File: src/rtl/core/ps2mt_pkg.sv
// Shared constants for the PS/2 mouse packet cursor tracker.
package ps2mt_pkg;

   // Configuration register widths and indexes.
   localparam int CFG_BITS       = 13;
   localparam int CSR_INDEX_BITS = 8;

   localparam logic [CSR_INDEX_BITS-1:0] CSR_SCREEN_WIDTH  = CSR_INDEX_BITS'(0);
   localparam logic [CSR_INDEX_BITS-1:0] CSR_SCREEN_HEIGHT = CSR_INDEX_BITS'(1);

   localparam logic [CFG_BITS-1:0] SCREEN_WIDTH_RESET  = CFG_BITS'(1920);
   localparam logic [CFG_BITS-1:0] SCREEN_HEIGHT_RESET = CFG_BITS'(1080);

   // Cursor coordinate width and the cursor position after reset.
   localparam int COORD_BITS_DEFAULT = 12;
   localparam int POS_X_RESET        = 400;
   localparam int POS_Y_RESET        = 300;

   // Bit positions within the mouse status byte.
   localparam int STATUS_LEFT_BIT  = 0;
   localparam int STATUS_RIGHT_BIT = 1;
   localparam int STATUS_XSIGN_BIT = 4;
   localparam int STATUS_YSIGN_BIT = 5;

endpackage

File: src/rtl/core/ps2_mouse_packet_cursor_tracker.sv
// Top level of the PS/2 mouse packet decoder and cursor tracker.
//
// The request channel (req_valid, req_ready, req_data_byte) takes raw bytes
// from a PS/2 mouse receiver. Bytes are grouped into packets of three: status,
// X movement and Y movement. Every request produces exactly one response on
// the rsp_ channel carrying the current cursor position, the latched button
// state, and rsp_packet_done, which is set when that byte closed a packet.
// On the third byte the movements are sign-extended with status bits 4 and 5,
// X is added to the cursor, Y is subtracted, and each axis is clamped to the
// range from zero to the screen size minus one.
// The response is registered (in the skid register if the output stalls);
// one request per cycle is sustained while responses are taken, set by the
// single add and clamp stage feeding the output register.
// A two-entry output stage (output register plus skid register) lets the
// block take a request while a response is still waiting; req_ready drops
// only when both entries are full because the receiver is stalling.
// Reset clears the packet position and buttons, puts the cursor at
// (400, 300) and loads the screen size registers with 1920 by 1080.
// The csr_ channel is always ready; write it only while the block is idle.
// A register change is seen at the next completed packet.
module ps2_mouse_packet_cursor_tracker #(
   parameter int COORD_BITS = ps2mt_pkg::COORD_BITS_DEFAULT
) (
   input  logic                                  clock,
   input  logic                                  reset,
   input  logic                                  csr_valid,
   output logic                                  csr_ready,
   input  logic [ps2mt_pkg::CSR_INDEX_BITS-1:0]  csr_index,
   input  logic [ps2mt_pkg::CFG_BITS-1:0]        csr_wdata,
   input  logic                                  req_valid,
   output logic                                  req_ready,
   input  logic [7:0]                            req_data_byte,
   output logic                                  rsp_valid,
   input  logic                                  rsp_ready,
   output logic [COORD_BITS-1:0]                 rsp_cursor_x,
   output logic [COORD_BITS-1:0]                 rsp_cursor_y,
   output logic                                  rsp_left_button,
   output logic                                  rsp_right_button,
   output logic                                  rsp_packet_done
);
   import ps2mt_pkg::*;

   // Sum width: an unsigned coordinate plus a 9-bit signed movement.
   localparam int SumW  = COORD_BITS + 2;
   // Width wide enough to compare the screen size against 2^COORD_BITS.
   localparam int WideW = ((COORD_BITS + 1 > CFG_BITS) ? COORD_BITS + 1 : CFG_BITS) + 1;

   localparam logic [COORD_BITS-1:0] PosXInit = COORD_BITS'(POS_X_RESET);
   localparam logic [COORD_BITS-1:0] PosYInit = COORD_BITS'(POS_Y_RESET);

   typedef enum logic [2:0] {
      POS_STATUS = 3'b001,
      POS_XMOVE  = 3'b010,
      POS_YMOVE  = 3'b100
   } byte_pos_type;

   typedef struct packed {
      logic [COORD_BITS-1:0] cursor_x;
      logic [COORD_BITS-1:0] cursor_y;
      logic                  left_button;
      logic                  right_button;
      logic                  packet_done;
   } result_type;

   // Largest legal coordinate for a given screen size. A size of zero acts
   // as one, and a size beyond the coordinate range is cut to that range.
   function automatic logic [COORD_BITS-1:0] axis_top(input logic [CFG_BITS-1:0] size);
      logic [WideW-1:0] size_wide;
      begin
         size_wide = WideW'(size);
         if (size == '0) begin
            return '0;
         end else if (size_wide >= (WideW'(1) << COORD_BITS)) begin
            return '1;
         end else begin
            return COORD_BITS'(size_wide - WideW'(1));
         end
      end
   endfunction

   function automatic logic [COORD_BITS-1:0] clamp_axis(input logic signed [SumW-1:0] value,
                                                        input logic [COORD_BITS-1:0] top);
      begin
         if (value[SumW-1]) begin
            return '0;
         end else if (value > $signed({2'b00, top})) begin
            return top;
         end else begin
            return value[COORD_BITS-1:0];
         end
      end
   endfunction

   // Configuration registers.
   logic [CFG_BITS-1:0] screen_width_ff, screen_width_in;
   logic [CFG_BITS-1:0] screen_height_ff, screen_height_in;

   // Packet decode state.
   byte_pos_type          byte_pos_ff, byte_pos_in;
   logic [7:0]            status_byte_ff, status_byte_in;
   logic [7:0]            x_move_byte_ff, x_move_byte_in;
   logic [COORD_BITS-1:0] pos_x_ff, pos_x_in;
   logic [COORD_BITS-1:0] pos_y_ff, pos_y_in;
   logic                  left_pressed_ff, left_pressed_in;
   logic                  right_pressed_ff, right_pressed_in;

   // Output register and skid register.
   result_type out_ff, out_in;
   logic       out_valid_ff, out_valid_in;
   result_type skid_ff, skid_in;
   logic       skid_valid_ff, skid_valid_in;

   logic                   req_fire;
   logic                   out_free;
   logic                   packet_done;
   logic signed [8:0]      dx;
   logic signed [8:0]      dy;
   logic signed [SumW-1:0] sum_x;
   logic signed [SumW-1:0] sum_y;
   result_type             new_result;

   assign csr_ready = 1'b1;
   assign req_ready = ~skid_valid_ff;
   assign req_fire  = req_valid & req_ready;
   assign out_free  = ~out_valid_ff | rsp_ready;

   // Configuration writes; an index beyond the register list is ignored.
   always_comb begin
      screen_width_in  = screen_width_ff;
      screen_height_in = screen_height_ff;
      if (csr_valid) begin
         case (csr_index)
            CSR_SCREEN_WIDTH:  screen_width_in  = csr_wdata;
            CSR_SCREEN_HEIGHT: screen_height_in = csr_wdata;
            default: begin
            end
         endcase
      end
   end

   // Movement of the packet in flight: the X byte is held from the previous
   // request, the Y byte is the one arriving now.
   assign dx    = $signed({status_byte_ff[STATUS_XSIGN_BIT], x_move_byte_ff});
   assign dy    = $signed({status_byte_ff[STATUS_YSIGN_BIT], req_data_byte});
   assign sum_x = $signed({2'b00, pos_x_ff}) + SumW'(dx);
   assign sum_y = $signed({2'b00, pos_y_ff}) - SumW'(dy);

   always_comb begin
      byte_pos_in      = byte_pos_ff;
      status_byte_in   = status_byte_ff;
      x_move_byte_in   = x_move_byte_ff;
      pos_x_in         = pos_x_ff;
      pos_y_in         = pos_y_ff;
      left_pressed_in  = left_pressed_ff;
      right_pressed_in = right_pressed_ff;
      packet_done      = 1'b0;
      if (req_fire) begin
         case (byte_pos_ff)
            POS_XMOVE: begin
               x_move_byte_in = req_data_byte;
               byte_pos_in    = POS_YMOVE;
            end
            POS_YMOVE: begin
               pos_x_in         = clamp_axis(sum_x, axis_top(screen_width_ff));
               pos_y_in         = clamp_axis(sum_y, axis_top(screen_height_ff));
               left_pressed_in  = status_byte_ff[STATUS_LEFT_BIT];
               right_pressed_in = status_byte_ff[STATUS_RIGHT_BIT];
               byte_pos_in      = POS_STATUS;
               packet_done      = 1'b1;
            end
            default: begin
               status_byte_in = req_data_byte;
               byte_pos_in    = POS_XMOVE;
            end
         endcase
      end
   end

   assign new_result.cursor_x     = pos_x_in;
   assign new_result.cursor_y     = pos_y_in;
   assign new_result.left_button  = left_pressed_in;
   assign new_result.right_button = right_pressed_in;
   assign new_result.packet_done  = packet_done;

   // The output register reloads whenever it is empty or being taken: first
   // from the skid register, otherwise from a new request. A request that
   // arrives while the output is stalled parks in the skid register.
   always_comb begin
      out_in        = out_ff;
      out_valid_in  = out_valid_ff;
      skid_in       = skid_ff;
      skid_valid_in = skid_valid_ff;
      if (out_free) begin
         if (skid_valid_ff) begin
            out_in        = skid_ff;
            out_valid_in  = 1'b1;
            skid_valid_in = 1'b0;
         end else begin
            out_in       = new_result;
            out_valid_in = req_fire;
         end
      end else if (req_fire) begin
         skid_in       = new_result;
         skid_valid_in = 1'b1;
      end
   end

   always_ff @(posedge clock) begin
      if (reset) begin
         screen_width_ff  <= SCREEN_WIDTH_RESET;
         screen_height_ff <= SCREEN_HEIGHT_RESET;
         byte_pos_ff      <= POS_STATUS;
         status_byte_ff   <= '0;
         x_move_byte_ff   <= '0;
         pos_x_ff         <= PosXInit;
         pos_y_ff         <= PosYInit;
         left_pressed_ff  <= 1'b0;
         right_pressed_ff <= 1'b0;
         out_valid_ff     <= 1'b0;
         skid_valid_ff    <= 1'b0;
      end else begin
         screen_width_ff  <= screen_width_in;
         screen_height_ff <= screen_height_in;
         byte_pos_ff      <= byte_pos_in;
         status_byte_ff   <= status_byte_in;
         x_move_byte_ff   <= x_move_byte_in;
         pos_x_ff         <= pos_x_in;
         pos_y_ff         <= pos_y_in;
         left_pressed_ff  <= left_pressed_in;
         right_pressed_ff <= right_pressed_in;
         out_valid_ff     <= out_valid_in;
         skid_valid_ff    <= skid_valid_in;
      end
   end

   always_ff @(posedge clock) begin
      out_ff  <= out_in;
      skid_ff <= skid_in;
   end

   assign rsp_valid        = out_valid_ff;
   assign rsp_cursor_x     = out_ff.cursor_x;
   assign rsp_cursor_y     = out_ff.cursor_y;
   assign rsp_left_button  = out_ff.left_button;
   assign rsp_right_button = out_ff.right_button;
   assign rsp_packet_done  = out_ff.packet_done;

endmodule

File: config.mk
export PLATFORM = sky130hd
export DESIGN_NAME = ps2_mouse_packet_cursor_tracker
export DESIGN_NICKNAME = d
export VERILOG_FILES = /design/src/rtl/core/ps2mt_pkg.sv /design/src/rtl/core/ps2_mouse_packet_cursor_tracker.sv
export SDC_FILE = /design/constraint.sdc
export NUM_CORES = 1
export LEC_CHECK = 0
export BUFFER_PORTS_ARGS = -buffer_cell sky130_fd_sc_hd__buf_2
export CAP_MARGIN = 20
export CORE_AREA = 2 2 149 151
export CTS_CLUSTER_DIAMETER = 50
export DETAILED_ROUTE_END_ITERATION = 7
export DIE_AREA = 0 0 151 153
export PLACE_DENSITY = 0.5
export SLEW_MARGIN = 0
export SYNTH_ARGS = -nofsm -noshare
export SYNTH_HDL_FRONTEND = slang
export SYNTH_SLANG_ARGS = --single-unit
File: constraint.sdc
create_clock -name clock -period 5.74 [get_ports clock]
set_clock_uncertainty 0.15 [all_clocks]
set_input_delay 1.148 -clock clock [delete_from_list [all_inputs] [get_ports clock]]
set_output_delay 1.148 -clock clock [all_outputs]
set_load 0.01 [all_outputs]
# Word-level counts from Yosys, hierarchy flattened
# Cells that the tools add are included.
# Widths: inputs -> output; s select.
# word_totals
ff_bits	125
output_inout_bits	30
inputBits	34
elab_cells	73
# classes
n_addsub	4
n_eq_ne	3
bitwise	6
order_cmp	4
n_mux	25
reduce_logical	10
# ops
operator	n
$mux 12	16
$gt 14x13->1	2
$mux 27	1
$ge 13x13->1 const B	2
$logic_not 13->1	2
$sub 12x1->12 const B	2
$add 13x9->14	1
$sub 13x9->14	1
$reduce_and 2->1	5
$eq 8x1->1 const B	1
$logic_not 8->1	1
$mux 1	7
$pmux 3 s2	1
$not 1->1	4
$reduce_or 2->1	2
$eq 3x2->1 const B	1
$eq 3x3->1 const B	1
$and 1x1->1	1
$or 1x1->1	1

# Longest topological paths before layout
# depth
word_depth	11
mapped_depth	20
depth_no_buf	19

# Least setup slack after synthesis
# OpenSTA, ideal clock, no wires.
# synth_timing
path_type	input -> register
start	in req_data_byte[0]
end	reg out_ff, in the netlist rsp_cursor_y[8] (data pin)
slack_ns	0.820
cell_stages	19
required_ns	5.312
setup_time_ns	0.278
n_path_buf	1
t_arrival_ns	4.492
cell_sequence	ha_1 inv_1 fa_1 a21oi_1 a2bb2oi_1 o21ai_0 a21oi_1 xor2_1 inv_1 ha_1 o21ai_0 o21ai_0 a211oi_1 a211oi_1 nor3_1 o211a_4 buf_6 mux2i_1 a31oi_1
# synth_between
elab_chain_cells	7
# synth_rtl
item	line_no	text
start, declared	ps2_mouse_packet_cursor_tracker.sv:32	input logic [7:0] req_data_byte,
$sub 13x9->14 (*)	ps2_mouse_packet_cursor_tracker.sv:146	assign sum_y = $signed({2'b00, pos_y_ff}) - SumW'(dy);
$gt 14x13->1	ps2_mouse_packet_cursor_tracker.sv:86	end else if (value > $signed({2'b00, top})) begin
$mux 12	ps2_mouse_packet_cursor_tracker.sv:86	
$mux 12 (*)	ps2_mouse_packet_cursor_tracker.sv:84	if (value[SumW-1]) begin
$mux 12 (*)	ps2_mouse_packet_cursor_tracker.sv:158	case (byte_pos_ff)
$mux 12 (*)	ps2_mouse_packet_cursor_tracker.sv:157	if (req_fire) begin
$mux 27 (*)	ps2_mouse_packet_cursor_tracker.sv:194	if (skid_valid_ff) begin
end signal, assigned	ps2_mouse_packet_cursor_tracker.sv:237	out_ff <= out_in;
end, declared	ps2_mouse_packet_cursor_tracker.sv:108	result_type out_ff, out_in;
# Every way passes the cells marked *; elsewhere a longest branch is shown, timed or not.
# A chain may end at the register's enable or synchronous reset.

# Final worst setup path
# layout_timing
start	in req_data_byte[0]
end	reg out_ff, in the netlist rsp_cursor_y[1] (data pin)
# Same word-level chain as after synthesis.

==> impl_metrics.toml <==
[critical_path]
crit_required_ps = 5730
critical_path_arrival_ps = 5150
start_kind = "input pin"
critPathBufInv = 4
critPathMaxFanout = 6
crit_top_cell = "o21ai_0"
setup.worst_path.class = "input pin to flip-flop"
slowest_stage = "fa_1"
worstSetupEndpointType = "flip-flop"
max_stage_delay_ps = 400
worstPathCellList = "buf_2 -> ha_1 -> inv_1 -> fa_1 -> a21oi_1 -> a2bb2oi_1 -> o21ai_0 -> a21oi_1 -> xor2_1 -> inv_1 -> ha_1 -> o21ai_0 -> o21ai_0 -> a211oi_1 -> a211oi_1 -> nor3_1 -> o211a_4 -> buf_12 -> mux2i_1 -> a31oi_1"
critPathTopFamily = "compound AO/OA/AOI/OAI gates"

[global_route]
grt_overflow = 0
grt_max_degree = 66
antenna_found_initial = 0
grt_pass1_vias = 5867
grt_usage = 0.175
grt_pass1_wl_mm = 31.6

[placement]
place_congestion = 0.861
portBuffers = 62
dp_hpwl_mm = 14.0

[synth]
ys_seq_area_frac = 0.405
ys_seq_elements = 123
synth-main-ff-cell = "dfxtp_1"
syn_avg_cell_area_um2 = 9.03
synth_edf_count = 54
async_reset_ff_frac = 0
syn_nets = 911
synth_area_mm2 = 0.00741
yosysWarnings = 0
syn_inst = 821
synth_cell_types = 59

[sta]
fmax_mhz = 194
fin_setup_tns_ps = 0
final_hold_viol_count = 0
fin_crit_sh = 0.899
relSlewSlack = 0.377
timing.final.max_slew_violations = 0
hold_ws_ps = 336
rsz0062_at_grt = "false"
fin_crit_ps = 5160
setup_violations = 0
tightest_slew_ps = 929

[cells_and_area]
nFillCells = 2186
antennaDiodeCount = 0
final_nets = 964
drive_above_1_share = 0.129
area_delta_synth_final_pct = 15.0

[run_status]
status = "finished, final reports clean"

[die]
start_util = 0.345
die_h_um = 153
core-area_mm2 = 0.0215
chipWidth_um = 151
num_rows = 54
dieArea_mm2 = 0.0231
io_pins = 64

[drt]
vias_per_cell = 5.25
drt-pass1-iter-count = 5
wl_per_cell_um = 16.5
routed_wirelength_mm = 19.3
remaining_drc_errors = 0
ant_nets = 0
vias = 6130
drt-initial-drc-count = 415

[clock_tree]
cts_max_path_buffers = 2
holdBufCountCts = 0
cts_resized = 0
cts_max_level = 4
clk_pin_slew_ps = 60
insertion_delay_ps = 410
clock_sinks = 123
cts_buffers = 17
postCtsSetupRepairBufs = 0
root_buffer = "clkbuf_16"
tritoncts = "built"

[pwr]
ir_drop_mv = 0.181
power.switching_mw = 0.547
leakagePower_nw = 3.64
pwr-share-seq = 0.442
p_int_mw = 1.57
power_density_mw_per_mm2 = 248
clockPowerShare = 0.440
comb_power_share = 0.118
switching_share = 0.258

[min_path]
hp-class = "flip-flop to flip-flop"

[run]
max-cap-violations = 0
[final cells by class]
cell class,instances,area [µm²],area share
clock buffers,19,433,0.0508
inverters,49,184,0.0216
flip-flops and latches,123,3000,0.352
multi-input cells,610,4070,0.478
well taps,280,350,0.0411
repair buffers,73,405,0.0475
clock inverters,13,78.8,0.00924
[state kept, by name (all words and copies together), names as in the netlist]
name,count
byte_pos_ff,3
left_pressed_ff,1
pos_x_ff,12
pos_y_ff,12
right_pressed_ff,1
rsp_cursor_x,12
rsp_cursor_y,12
rsp_left_button,1
rsp_packet_done,1
rsp_right_button,1
rsp_valid,1
screen_height_ff,13
screen_width_ff,13
skid_ff,27
skid_valid_ff,1
status_byte_ff,4
x_move_byte_ff,8
[metal layers]
layer	global-route usage	part of all wire	vias up
met5	0	0	-
met3	0.0370	0.046	20
met1	0.271	0.53	2861
met4	0.0476	0.013	0
li1	-	-	3106
met2	0.243	0.41	143
[path summary, 6_finish.rpt]
path | startpoint | to | slack (ps) | cells past startpoint
min | status_byte_ff[1] | status_byte_ff[1] | 340 | 2
max | req_data_byte[0] | rsp_cursor_y[1] | 580 | 20
max reg2reg | screen_width_ff[4] | rsp_cursor_x[5] | 1030 | 14
min reg2reg | status_byte_ff[1] | status_byte_ff[1] | 340 | 2
[synth_stat cells (17+ instances only)]
cell      count  share of area
xor2_1       17          0.020
a211o_1      21          0.025
mux2i_1      29          0.039
nand3_1      39          0.026
o21ai_0      36          0.024
dfxtp_1      69           0.19
nor2_1       89          0.045
edfxtp_1     54           0.22
xnor2_1      20          0.024
ha_1         54          0.091
a31oi_1      24          0.020
a21oi_1      53          0.036
inv_1        48          0.024
nand2_1      67          0.034
clkbuf_1     33          0.017
a211oi_1     26          0.026
[cell families after synthesis]
logic type,synth area share
adders and majority gates,0.0965
and+or+nand+nor,0.176
muxes,0.0459
xor gates and xnor gates,0.0437
buffers and inverters,0.0474
AOI/OAI and AO/OA,0.185
other,0.000506
DFF,0.405
[cells in the final DEF (no fill, tap or decap), types with 4 or more instances in the layout]
master	netlist	final
nor3_1	9	8
dfxtp_1	69	69
buf_2	2	62
a211oi_1	26	26
buf_4	1	10
xor2_1	17	17
nand2b_1	8	8
o21a_1	11	11
o21ai_0	36	36
and3_1	4	4
nor2_1	89	88
ha_1	54	54
nand3b_1	6	6
clkbuf_16	0	17
a21oi_1	53	53
xnor2_1	20	20
inv_1	48	48
nand2_1	67	67
a21o_1	11	11
nor4_1	8	8
mux2i_1	29	29
nand3_1	39	39
nand4_1	15	15
a211o_1	21	21
a31oi_1	24	24
nor2b_1	12	12
o211ai_1	4	4
edfxtp_1	54	54
clkinv_1	1	5
[power by group through the flow]
stage | registers, mW | logic (mW) | clock network [mW]
floorplan | 0.958 | 0.167 | 0
global placement | 0.955 | 0.250 | 0
detailed placement | 0.955 | 0.248 | 0
CTS | 0.936 | 0.250 | 0.961
global route | 0.938 | 0.278 | 1.00
finish | 0.936 | 0.249 | 0.933
[worst register-to-register path: stages, from the launching register on]
cell and delay, ps:
dfxtp_1 350, or4_1 600, nor4_1 330, nand4_1 380
o21ai_0 280, ha_1 320, a21oi_1 150, nor2b_1 50
o21ai_0 140, nand2b_1 80, a211o_1 300, o221ai_1 530
buf_4 350, a211o_1 200, nand3_1 180
[stage by stage]
stage | total power [mW] | instance area [µm²] | worst slack (ps) | utilization | std cells
finish | 2.12 | 8530 | 582 | 0.397 | 1167
global route | 2.22 | 8530 | 198 | 0.397 | 1167
CTS | 2.15 | 8530 | 636 | 0.397 | 1167
detailed placement | 1.20 | 8020 | 224 | 0.373 | 1135
global placement | 1.21 | 8020 | 281 | 0.373 | 1135
floorplan | 1.12 | 7410 | 820 | - | 821
Power figures use the tool's default switching activity.
